--- src/hdl/iir_direct_form_two_filter_top_macros.svh ---
// Assertion macros shared by the filter modules.
`ifndef IIR_DIRECT_FORM_TWO_FILTER_TOP_MACROS_SVH
`define IIR_DIRECT_FORM_TWO_FILTER_TOP_MACROS_SVH

// Clocked assertion on aclk, off while aresetn is low.
`define IIR_ASSERT_PROP(label, prop, msg) \
    label: assert property (@(posedge aclk) disable iff (!aresetn) prop) \
        else $error(msg);

// Same-cycle implication.
`define IIR_ASSERT_IMPL(label, ante, cons, msg) \
    `IIR_ASSERT_PROP(label, (ante) |-> (cons), msg)

// Next-cycle implication.
`define IIR_ASSERT_NEXT(label, ante, cons, msg) \
    `IIR_ASSERT_PROP(label, (ante) |=> (cons), msg)

`endif

--- src/hdl/iirdf2_pkg.sv ---
// Shared types and constants of the direct form II filter.
`default_nettype none

package iirdf2_pkg;

    localparam int DATA_W     = 32;
    localparam int SAMPLE_W   = 24;
    localparam int ORDER_W    = 2;
    localparam int CFG_ADDR_W = 5;
    localparam int REG_IDX_W  = 3;

    localparam int MAX_ORDER_DEF      = 2;
    localparam int COEF_FRAC_BITS_DEF = 28;

    localparam logic [DATA_W-1:0] FWD0_RESET = 32'h1000_0000;

    localparam logic [REG_IDX_W-1:0] REG_FWD0     = 3'd0;
    localparam logic [REG_IDX_W-1:0] REG_FWD1     = 3'd1;
    localparam logic [REG_IDX_W-1:0] REG_FWD2     = 3'd2;
    localparam logic [REG_IDX_W-1:0] REG_FB1      = 3'd3;
    localparam logic [REG_IDX_W-1:0] REG_FB2      = 3'd4;
    localparam logic [REG_IDX_W-1:0] REG_FWD_ORD  = 3'd5;
    localparam logic [REG_IDX_W-1:0] REG_FB_ORD   = 3'd6;

    typedef struct packed {
        logic signed [DATA_W-1:0] fwd0;
        logic signed [DATA_W-1:0] fwd1;
        logic signed [DATA_W-1:0] fwd2;
        logic signed [DATA_W-1:0] fb1;
        logic signed [DATA_W-1:0] fb2;
        logic [ORDER_W-1:0]       fwd_order;
        logic [ORDER_W-1:0]       fb_order;
    } cfg_t;

    typedef struct packed {
        logic               mul_en;
        logic               mul_fb;
        logic [ORDER_W-1:0] tap;
        logic               acc_load;
        logic               acc_clear;
        logic               w_latch;
        logic               y_latch;
        logic [ORDER_W-1:0] span;
    } dp_cmd_t;

endpackage

`default_nettype wire

--- src/hdl/iirdf2_cfg.sv ---
// Coefficient and order registers behind the register port.
`default_nettype none

module iirdf2_cfg (
    input  wire logic                              aclk,
    input  wire logic                              aresetn,
    input  wire logic                              psel,
    input  wire logic                              penable,
    input  wire logic                              pwrite,
    input  wire logic [iirdf2_pkg::CFG_ADDR_W-1:0] paddr,
    input  wire logic [iirdf2_pkg::DATA_W-1:0]     pwdata,
    output logic      [iirdf2_pkg::DATA_W-1:0]     prdata,
    output logic                                   pready,
    output iirdf2_pkg::cfg_t                       cfg
);
    import iirdf2_pkg::*;

    cfg_t                 cfg_reg;
    logic                 wr_en;
    logic [REG_IDX_W-1:0] reg_idx;

    assign pready  = 1'b1;
    assign wr_en   = psel && penable && pwrite && pready;
    assign reg_idx = paddr[CFG_ADDR_W-1:2];
    assign cfg     = cfg_reg;

    always_ff @(posedge aclk) begin
        if (!aresetn) begin
            cfg_reg.fwd0      <= FWD0_RESET;
            cfg_reg.fwd1      <= '0;
            cfg_reg.fwd2      <= '0;
            cfg_reg.fb1       <= '0;
            cfg_reg.fb2       <= '0;
            cfg_reg.fwd_order <= '0;
            cfg_reg.fb_order  <= '0;
        end else if (wr_en) begin
            unique case (reg_idx)
                REG_FWD0:    cfg_reg.fwd0      <= pwdata;
                REG_FWD1:    cfg_reg.fwd1      <= pwdata;
                REG_FWD2:    cfg_reg.fwd2      <= pwdata;
                REG_FB1:     cfg_reg.fb1       <= pwdata;
                REG_FB2:     cfg_reg.fb2       <= pwdata;
                REG_FWD_ORD: cfg_reg.fwd_order <= pwdata[ORDER_W-1:0];
                REG_FB_ORD:  cfg_reg.fb_order  <= pwdata[ORDER_W-1:0];
                default: ;
            endcase
        end
    end

    always_comb begin
        unique case (reg_idx)
            REG_FWD0:    prdata = cfg_reg.fwd0;
            REG_FWD1:    prdata = cfg_reg.fwd1;
            REG_FWD2:    prdata = cfg_reg.fwd2;
            REG_FB1:     prdata = cfg_reg.fb1;
            REG_FB2:     prdata = cfg_reg.fb2;
            REG_FWD_ORD: prdata = {{(DATA_W-ORDER_W){1'b0}}, cfg_reg.fwd_order};
            REG_FB_ORD:  prdata = {{(DATA_W-ORDER_W){1'b0}}, cfg_reg.fb_order};
            default:     prdata = '0;
        endcase
    end

endmodule

`default_nettype wire

--- src/hdl/iirdf2_dp.sv ---
// Datapath: shared multiplier, rounding accumulator, saturation and delay line.
`default_nettype none

module iirdf2_dp #(
    parameter int MAX_ORDER      = iirdf2_pkg::MAX_ORDER_DEF,
    parameter int COEF_FRAC_BITS = iirdf2_pkg::COEF_FRAC_BITS_DEF
) (
    input  wire logic                                   aclk,
    input  wire logic                                   aresetn,
    input  wire iirdf2_pkg::cfg_t                       cfg,
    input  wire iirdf2_pkg::dp_cmd_t                    cmd,
    input  wire logic signed [iirdf2_pkg::SAMPLE_W-1:0] sample_in,
    output logic signed      [iirdf2_pkg::SAMPLE_W-1:0] sample_out,
    output logic                                        clipped
);
    import iirdf2_pkg::*;

    localparam int PROD_W   = 2 * DATA_W;
    localparam int Q_W      = PROD_W - COEF_FRAC_BITS;
    localparam int ACC_W    = Q_W + 3;
    localparam int DL_IDX_W = (MAX_ORDER > 1) ? $clog2(MAX_ORDER) : 1;

    logic signed [DATA_W-1:0]   dl_reg [MAX_ORDER];
    logic signed [DATA_W-1:0]   w_reg;
    logic                       clip_reg;
    logic signed [PROD_W-1:0]   prod_reg;
    logic                       prod_valid_reg;
    logic                       prod_sub_reg;
    logic signed [ACC_W-1:0]    acc_reg;
    logic signed [SAMPLE_W-1:0] sample_out_reg;
    logic                       clipped_reg;

    logic signed [DATA_W-1:0]   mul_a;
    logic signed [DATA_W-1:0]   mul_b;
    logic signed [PROD_W-1:0]   prod_full;
    logic [DL_IDX_W-1:0]        dl_idx;
    logic signed [ACC_W-1:0]    q_ext;
    logic signed [ACC_W-1:0]    addend;
    logic                       cin;
    logic [ACC_W-1:0]           acc_sum;
    logic                       w_ovf;
    logic signed [DATA_W-1:0]   w_sat;
    logic                       y_ovf;
    logic signed [SAMPLE_W-1:0] y_sat;

    assign dl_idx = DL_IDX_W'(cmd.tap - ORDER_W'(1));

    // Pick the coefficient and the value for this tap.
    always_comb begin
        if (cmd.mul_fb) begin
            mul_a = (cmd.tap == ORDER_W'(1)) ? cfg.fb1 : cfg.fb2;
        end else begin
            case (cmd.tap)
                2'd0:    mul_a = cfg.fwd0;
                2'd1:    mul_a = cfg.fwd1;
                default: mul_a = cfg.fwd2;
            endcase
        end
        if (!cmd.mul_fb && cmd.tap == '0) begin
            mul_b = w_reg;
        end else begin
            mul_b = dl_reg[dl_idx];
        end
    end

    assign prod_full = mul_a * mul_b;

    // Round to nearest: floor(p / 2^F) plus bit F-1, folded in as a carry.
    assign q_ext = ACC_W'($signed(prod_reg[PROD_W-1:COEF_FRAC_BITS]));

    always_comb begin
        if (prod_valid_reg) begin
            addend = prod_sub_reg ? ~q_ext : q_ext;
            cin    = prod_sub_reg ? ~prod_reg[COEF_FRAC_BITS-1]
                                  : prod_reg[COEF_FRAC_BITS-1];
        end else begin
            addend = '0;
            cin    = 1'b0;
        end
    end

    assign acc_sum = acc_reg + addend + {{(ACC_W-1){1'b0}}, cin};

    assign w_ovf = !((&acc_sum[ACC_W-1:DATA_W-1]) || !(|acc_sum[ACC_W-1:DATA_W-1]));
    assign w_sat = w_ovf ? (acc_sum[ACC_W-1] ? {1'b1, {(DATA_W-1){1'b0}}}
                                             : {1'b0, {(DATA_W-1){1'b1}}})
                         : acc_sum[DATA_W-1:0];

    assign y_ovf = !((&acc_sum[ACC_W-1:SAMPLE_W-1]) || !(|acc_sum[ACC_W-1:SAMPLE_W-1]));
    assign y_sat = y_ovf ? (acc_sum[ACC_W-1] ? {1'b1, {(SAMPLE_W-1){1'b0}}}
                                             : {1'b0, {(SAMPLE_W-1){1'b1}}})
                         : acc_sum[SAMPLE_W-1:0];

    always_ff @(posedge aclk) begin
        if (!aresetn) begin
            prod_valid_reg <= 1'b0;
        end else begin
            prod_valid_reg <= cmd.mul_en;
        end
    end

    always_ff @(posedge aclk) begin
        if (cmd.mul_en) begin
            prod_reg     <= prod_full;
            prod_sub_reg <= cmd.mul_fb;
        end
        if (cmd.acc_load) begin
            acc_reg <= ACC_W'(sample_in);
        end else if (cmd.acc_clear) begin
            acc_reg <= '0;
        end else begin
            acc_reg <= acc_sum;
        end
        if (cmd.w_latch) begin
            w_reg    <= w_sat;
            clip_reg <= w_ovf;
        end
        if (cmd.y_latch) begin
            sample_out_reg <= y_sat;
            clipped_reg    <= clip_reg || y_ovf;
        end
    end

    // Shift only the taps in use; w enters the first one.
    for (genvar j = 0; j < MAX_ORDER; j++) begin : g_dl
        always_ff @(posedge aclk) begin
            if (!aresetn) begin
                dl_reg[j] <= '0;
            end else if (cmd.y_latch && cmd.span > ORDER_W'(j)) begin
                if (j == 0) begin
                    dl_reg[j] <= w_reg;
                end else begin
                    dl_reg[j] <= dl_reg[(j > 0) ? j - 1 : 0];
                end
            end
        end
    end

    assign sample_out = sample_out_reg;
    assign clipped    = clipped_reg;

endmodule

`default_nettype wire

--- src/hdl/iirdf2_ctrl.sv ---
// Sequencer: steps the shared multiplier over the taps and runs the handshakes.
`default_nettype none

`include "iir_direct_form_two_filter_top_macros.svh"

module iirdf2_ctrl #(
    parameter int MAX_ORDER = iirdf2_pkg::MAX_ORDER_DEF
) (
    input  wire logic                aclk,
    input  wire logic                aresetn,
    input  wire iirdf2_pkg::cfg_t    cfg,
    input  wire logic                s_tvalid,
    output logic                     s_tready,
    output logic                     m_tvalid,
    input  wire logic                m_tready,
    output iirdf2_pkg::dp_cmd_t      cmd
);
    import iirdf2_pkg::*;

    localparam logic [2:0] S_IDLE = 3'd0;
    localparam logic [2:0] S_FB   = 3'd1;
    localparam logic [2:0] S_WSAT = 3'd2;
    localparam logic [2:0] S_FW   = 3'd3;
    localparam logic [2:0] S_YSAT = 3'd4;

    localparam logic [ORDER_W-1:0] ORD_MAX = ORDER_W'(MAX_ORDER);

    logic [2:0]         state_reg;
    logic [2:0]         state_next;
    logic [ORDER_W-1:0] tap_reg;
    logic [ORDER_W-1:0] tap_next;
    logic               m_tvalid_reg;
    logic               m_tvalid_next;

    logic [ORDER_W-1:0] nfb;
    logic [ORDER_W-1:0] nfw;
    logic               accept;
    logic               out_free;

    assign nfb      = (cfg.fb_order > ORD_MAX) ? ORD_MAX : cfg.fb_order;
    assign nfw      = (cfg.fwd_order > ORD_MAX) ? ORD_MAX : cfg.fwd_order;
    assign s_tready = (state_reg == S_IDLE);
    assign accept   = s_tvalid && s_tready;
    assign out_free = !m_tvalid_reg || m_tready;
    assign m_tvalid = m_tvalid_reg;

    always_comb begin
        state_next    = state_reg;
        tap_next      = tap_reg;
        cmd           = '0;
        cmd.tap       = tap_reg;
        cmd.span      = (nfb > nfw) ? nfb : nfw;
        m_tvalid_next = m_tvalid_reg && !m_tready;
        unique case (state_reg)
            S_IDLE: begin
                if (accept) begin
                    cmd.acc_load = 1'b1;
                    tap_next     = ORDER_W'(1);
                    state_next   = (nfb != '0) ? S_FB : S_WSAT;
                end
            end
            S_FB: begin
                cmd.mul_en = 1'b1;
                cmd.mul_fb = 1'b1;
                if (tap_reg == nfb) begin
                    state_next = S_WSAT;
                end else begin
                    tap_next = tap_reg + ORDER_W'(1);
                end
            end
            S_WSAT: begin
                // Last feedback product lands here; latch w and restart the sum.
                cmd.w_latch   = 1'b1;
                cmd.acc_clear = 1'b1;
                tap_next      = '0;
                state_next    = S_FW;
            end
            S_FW: begin
                cmd.mul_en = 1'b1;
                if (tap_reg == nfw) begin
                    state_next = S_YSAT;
                end else begin
                    tap_next = tap_reg + ORDER_W'(1);
                end
            end
            S_YSAT: begin
                // Hold until the output register is free.
                if (out_free) begin
                    cmd.y_latch   = 1'b1;
                    m_tvalid_next = 1'b1;
                    state_next    = S_IDLE;
                end
            end
            default: begin
                state_next = S_IDLE;
            end
        endcase
    end

    always_ff @(posedge aclk) begin
        if (!aresetn) begin
            state_reg    <= S_IDLE;
            tap_reg      <= '0;
            m_tvalid_reg <= 1'b0;
        end else begin
            state_reg    <= state_next;
            tap_reg      <= tap_next;
            m_tvalid_reg <= m_tvalid_next;
        end
    end

    `IIR_ASSERT_NEXT(a_accept_starts, accept, state_reg == S_FB || state_reg == S_WSAT, "request did not start the feedback pass")
    `IIR_ASSERT_IMPL(a_fb_tap_range, state_reg == S_FB, tap_reg != '0 && tap_reg <= nfb, "feedback tap out of range")
    `IIR_ASSERT_IMPL(a_no_overwrite, cmd.y_latch, !m_tvalid_reg || m_tready, "result overwritten before it was taken")
    `IIR_ASSERT_NEXT(a_result_shown, cmd.y_latch, m_tvalid_reg && state_reg == S_IDLE, "latched result not presented")

endmodule

`default_nettype wire

--- src/hdl/iir_direct_form_two_filter_top.sv ---
// Top level of the second-order direct form II IIR filter.
//
//   channel   direction  handshake               payload
//   s_        in         s_tvalid / s_tready     s_tdata: sample_in
//   m_        out        m_tvalid / m_tready     m_tdata: sample_out, m_tuser: clipped
//   apb       in         psel, penable, pwrite   paddr, pwdata, prdata
//
// A sample occupies the filter longer the higher its feedback and forward orders (an order
// of three acts as two), and no new sample is taken until the filter is back in idle. This
// is set by the single shared 32x32 multiplier that steps through the taps one product
// per cycle, each summed in the cycle after.
// Reset is synchronous on aresetn low, clears the delay line and restores the default
// coefficients and orders.
// A result waits in the output register; the next sample is taken meanwhile, and
// the filter stalls at its final step only while that register is still full.
`default_nettype none

module iir_direct_form_two_filter_top #(
    parameter int MAX_ORDER      = iirdf2_pkg::MAX_ORDER_DEF,
    parameter int COEF_FRAC_BITS = iirdf2_pkg::COEF_FRAC_BITS_DEF
) (
    input  wire logic                              aclk,
    input  wire logic                              aresetn,
    input  wire logic                              s_tvalid,
    output logic                                   s_tready,
    input  wire logic [iirdf2_pkg::SAMPLE_W-1:0]   s_tdata,   // [23:0] sample_in
    output logic                                   m_tvalid,
    input  wire logic                              m_tready,
    output logic      [iirdf2_pkg::SAMPLE_W-1:0]   m_tdata,   // [23:0] sample_out
    output logic                                   m_tuser,   // [0] clipped
    input  wire logic                              psel,
    input  wire logic                              penable,
    input  wire logic                              pwrite,
    input  wire logic [iirdf2_pkg::CFG_ADDR_W-1:0] paddr,
    input  wire logic [iirdf2_pkg::DATA_W-1:0]     pwdata,
    output logic      [iirdf2_pkg::DATA_W-1:0]     prdata,
    output logic                                   pready
);
    import iirdf2_pkg::*;

    cfg_t                       cfg;
    dp_cmd_t                    cmd;
    logic signed [SAMPLE_W-1:0] sample_out;

    iirdf2_cfg u_cfg (
        .aclk    (aclk),
        .aresetn (aresetn),
        .psel    (psel),
        .penable (penable),
        .pwrite  (pwrite),
        .paddr   (paddr),
        .pwdata  (pwdata),
        .prdata  (prdata),
        .pready  (pready),
        .cfg     (cfg)
    );

    iirdf2_ctrl #(
        .MAX_ORDER (MAX_ORDER)
    ) u_ctrl (
        .aclk     (aclk),
        .aresetn  (aresetn),
        .cfg      (cfg),
        .s_tvalid (s_tvalid),
        .s_tready (s_tready),
        .m_tvalid (m_tvalid),
        .m_tready (m_tready),
        .cmd      (cmd)
    );

    iirdf2_dp #(
        .MAX_ORDER      (MAX_ORDER),
        .COEF_FRAC_BITS (COEF_FRAC_BITS)
    ) u_dp (
        .aclk       (aclk),
        .aresetn    (aresetn),
        .cfg        (cfg),
        .cmd        (cmd),
        .sample_in  (s_tdata),
        .sample_out (sample_out),
        .clipped    (m_tuser)
    );

    assign m_tdata = sample_out;

endmodule

`default_nettype wire
--- config.mk ---
export PLATFORM = sky130hd
export DESIGN_NAME = iir_direct_form_two_filter_top
export DESIGN_NICKNAME = d
export VERILOG_FILES = /design/src/hdl/iirdf2_pkg.sv /design/src/hdl/iirdf2_cfg.sv /design/src/hdl/iirdf2_dp.sv /design/src/hdl/iirdf2_ctrl.sv /design/src/hdl/iir_direct_form_two_filter_top.sv
export VERILOG_INCLUDE_DIRS = /design/src /design/src/hdl
export SDC_FILE = /design/constraint.sdc
export NUM_CORES = 2
export LEC_CHECK = 0
export ABC_CLOCK_PERIOD_IN_PS = 17400
export BUFFER_PORTS_ARGS = -buffer_cell sky130_fd_sc_hd__buf_2
export CORE_ASPECT_RATIO = 2
export CORE_MARGIN = 2
export CORE_UTILIZATION = 65
export DETAILED_ROUTE_END_ITERATION = 10
export MAX_ROUTING_LAYER = met4
export PLACE_DENSITY = 0.82
export SLEW_MARGIN = 25
export SYNTH_ARGS = -nofsm -noshare
export SYNTH_HDL_FRONTEND = slang
export SYNTH_SLANG_ARGS = --single-unit
--- constraint.sdc ---
create_clock -name aclk -period 17.4 [get_ports aclk]
set_input_delay 1.74 -clock aclk [delete_from_list [all_inputs] [get_ports aclk]]
set_output_delay 1.74 -clock aclk [all_outputs]
set_load 0.005 [all_outputs]
==> results.json <==
{
  "clkSinkCount": 370,
  "fin_nets": 7246,
  "drive_gt1_frac": 0.0701,
  "drt_wl_total_mm": 185,
  "grt_pass1_wl_mm": 281,
  "yosysWarnings": 0,
  "hp-class": "reg -> reg",
  "io_buffers": 124,
  "cts_tree": "yes",
  "outcome": "finished, final reports clean",
  "synth-seq-cells": 370,
  "ctsResizeCount": 0,
  "syn2layout_area_growth_pct": 6.17,
  "clockBufferDepth": 3,
  "detail_route.first_pass.iterations": 9,
  "cts.clk_slew.worst_paths_ns": 0.06,
  "netlist_instances": 5897,
  "synth_top_cell_by_area": "fa_1",
  "die_h_microns": 411,
  "worstPathArrival_ns": 12.61,
  "drc": 0,
  "die_area_sq_um": 85200,
  "cts_max_level": 2,
  "die_x_microns": 207,
  "grt_overflow": 0,
  "cp-start-kind": "flop",
  "grt_antenna_before_repair": 11,
  "synth_area_leaders": "fa_1 40%, edfxtp_1 8.9%, dfxtp_1 7.8%",
  "worstMarginPinSlew_ns": 1.18,
  "clock_latency_ns": 0.60,
  "dp_hpwl_mm": 136,
  "cp_common_cell": "fa_1",
  "post-place-ws_ns": 5.35,
  "min_period_ns": 12.29,
  "setup_viol": 0,
  "yosys_most_used_dff": "dfxtp_1",
  "cts_hold_buf": 0,
  "largest_register_ffs": 164,
  "yosys.area.top_type_share": 0.403,
  "ios": 128,
  "synth_area_per_cell_sq_um": 9.12,
  "rows": 149,
  "initial_core_util": 0.654,
  "rsz0062_at_grt": "false",
  "cpPeakStageDelay_ns": 0.94,
  "slowest_stage": "and2_4",
  "synth-edff-count": 160,
  "async_flop_share": 0,
  "path_class": "reg -> reg",
  "gp_congestion": 1.03,
  "grt.total_usage": 0.460,
  "report.final.slew_viol_count": 0,
  "finalCritPeriodShare": 0.706,
  "grt_pass1_vias": 48600,
  "layout_setup_ws_ns": 5.11,
  "numCtsBuffers": 38,
  "cts_root_buffer": "clkbuf_16",
  "vias": 44200,
  "syn-cell-area_sq_um": 53800,
  "viasPerCell": 6.34,
  "ant_nets": 0,
  "core_area_sq_um": 82200,
  "post-cts-setup-buffers": 0,
  "synth.distinct_cells": 78,
  "wl_per_cell_microns": 26.5,
  "hold_viol": 0,
  "cp_max_fo": 75,
  "fmax_mhz": 81.4,
  "critPathRequiredTime_ns": 17.72,
  "ys_seq_area_frac": 0.167,
  "fin_setup_tns_ns": 0,
  "dr.first_iter.drc_count": 4382,
  "cp-end-kind": "flop",
  "grt_max_degree": 101,
  "drv_cap": 0,
  "final.setup_skew_ns": 0.0361,
  "relSlewSlack": 0.204,
  "synth_nets": 7270
}
## per-stage QoR
step	hold WS, ns	instance area, sq um	util	std cells
3_3_place_gp	0.453	55700	0.678	6888
3_5_place_dp	0.459	55700	0.678	6889
4_1_cts	0.468	57000	0.694	6958
6_report	0.469	57100	0.695	6973
5_1_grt	0.489	57100	0.695	6970
2_1_floorplan	0.446	53800	-	5897
## kinds of logic (layout without fill, tap and decap cells)
family	count (synthesis)	count (layout)	synth area share
AOI/OAI and AO/OA	763	763	0.0868
xor gates and xnor gates	120	120	0.0195
adders and majority gates	1305	1305	0.455
buffers and inverters	1346	1351	0.0948
DFF	370	370	0.167
muxes	132	132	0.0319
other	1	15	0.0000697
and+or+nand+nor	1860	1860	0.145
## Yosys cell counts, types with 35 or more instances
cell and n:
nand2b_1 36, edfxtp_1 160, clkbuf_1 287, nor2_1 600
mux2i_1 96, and2_1 95, ha_1 222, and3_1 50
nand2_1 937, fa_1 1083, o21ai_0 155, inv_1 1026
dfxtp_1 210, a211oi_1 44, o21a_1 35, xnor2_1 51
a21o_1 74, xor2_1 69, a21oi_1 299
## worst paths after layout
| kind | start | end | slack [ns] | cells past startpoint |
|---|---|---|---|---|
| max | u_ctrl.tap_reg[0] | u_dp.prod_reg[57] | 5.11 | 32 |
| max reg2reg | u_ctrl.tap_reg[0] | u_dp.prod_reg[57] | 5.11 | 32 |
| min | u_cfg.cfg[51] | u_cfg.cfg[51] | 0.47 | 2 |
| min reg2reg | u_cfg.cfg[51] | u_cfg.cfg[51] | 0.47 | 2 |
## cell type report
cell class | count | area (sq um)
Timing Repair Buffer | 254 | 1620
Clock buffer | 51 | 1020
Tap cell | 1057 | 1320
Antenna cell | 14 | 35.0
Fill cell | 6286 | 25100
Sequential cell | 370 | 9010
Clock inverter | 18 | 284
Inverter | 1028 | 3860
Multi-Input combinational cell | 4181 | 40000
## metal layers
layer / global-route usage / vias to the layer above / share of wire
met1: 0.441 / 21800 / 0.29
li1: - / 18100 / -
met4: 0.454 / 0 / 0.13
met2: 0.750 / 2839 / 0.49
met3: 0.109 / 1378 / 0.098
met5: - / - / 0
## layout by cell type, fill, tap and decap left out, types with 13 or more instances in the layout
master,Yosys,layout
buf_2,2,124
a211oi_1,44,44
ha_1,222,220
and3_1,50,50
a22o_1,34,34
mux2i_1,96,96
nand2_1,937,936
buf_4,4,129
nor3_1,16,13
dfxtp_1,210,209
o21ai_0,155,151
xor2_1,69,69
o21ai_2,0,15
nand3_1,28,28
xnor2_1,51,49
and2_1,95,93
nand2b_1,36,36
inv_1,1026,1026
nand4_1,21,21
fa_1,1083,1083
clkbuf_16,0,38
o21a_1,35,35
nor2_1,600,595
a21oi_1,299,283
mux4_2,31,31
nor2b_1,27,26
a21o_1,74,74
diode_2,0,14
edfxtp_1,160,160
## worst max-delay path: cells and delay by family (launching register included)
family	cells	cell delay [ns]
adders and majority gates	10	4.68
AOI/OAI and AO/OA	9	3.35
and+or+nand+nor	5	1.63
xor gates and xnor gates	1	0.15
DFF	1	0.31
buffers and inverters	7	1.79
Power is left out: the tool's default activity adds up to more than one toggle a clock period on the data nets, which glitch-free logic cannot reach.
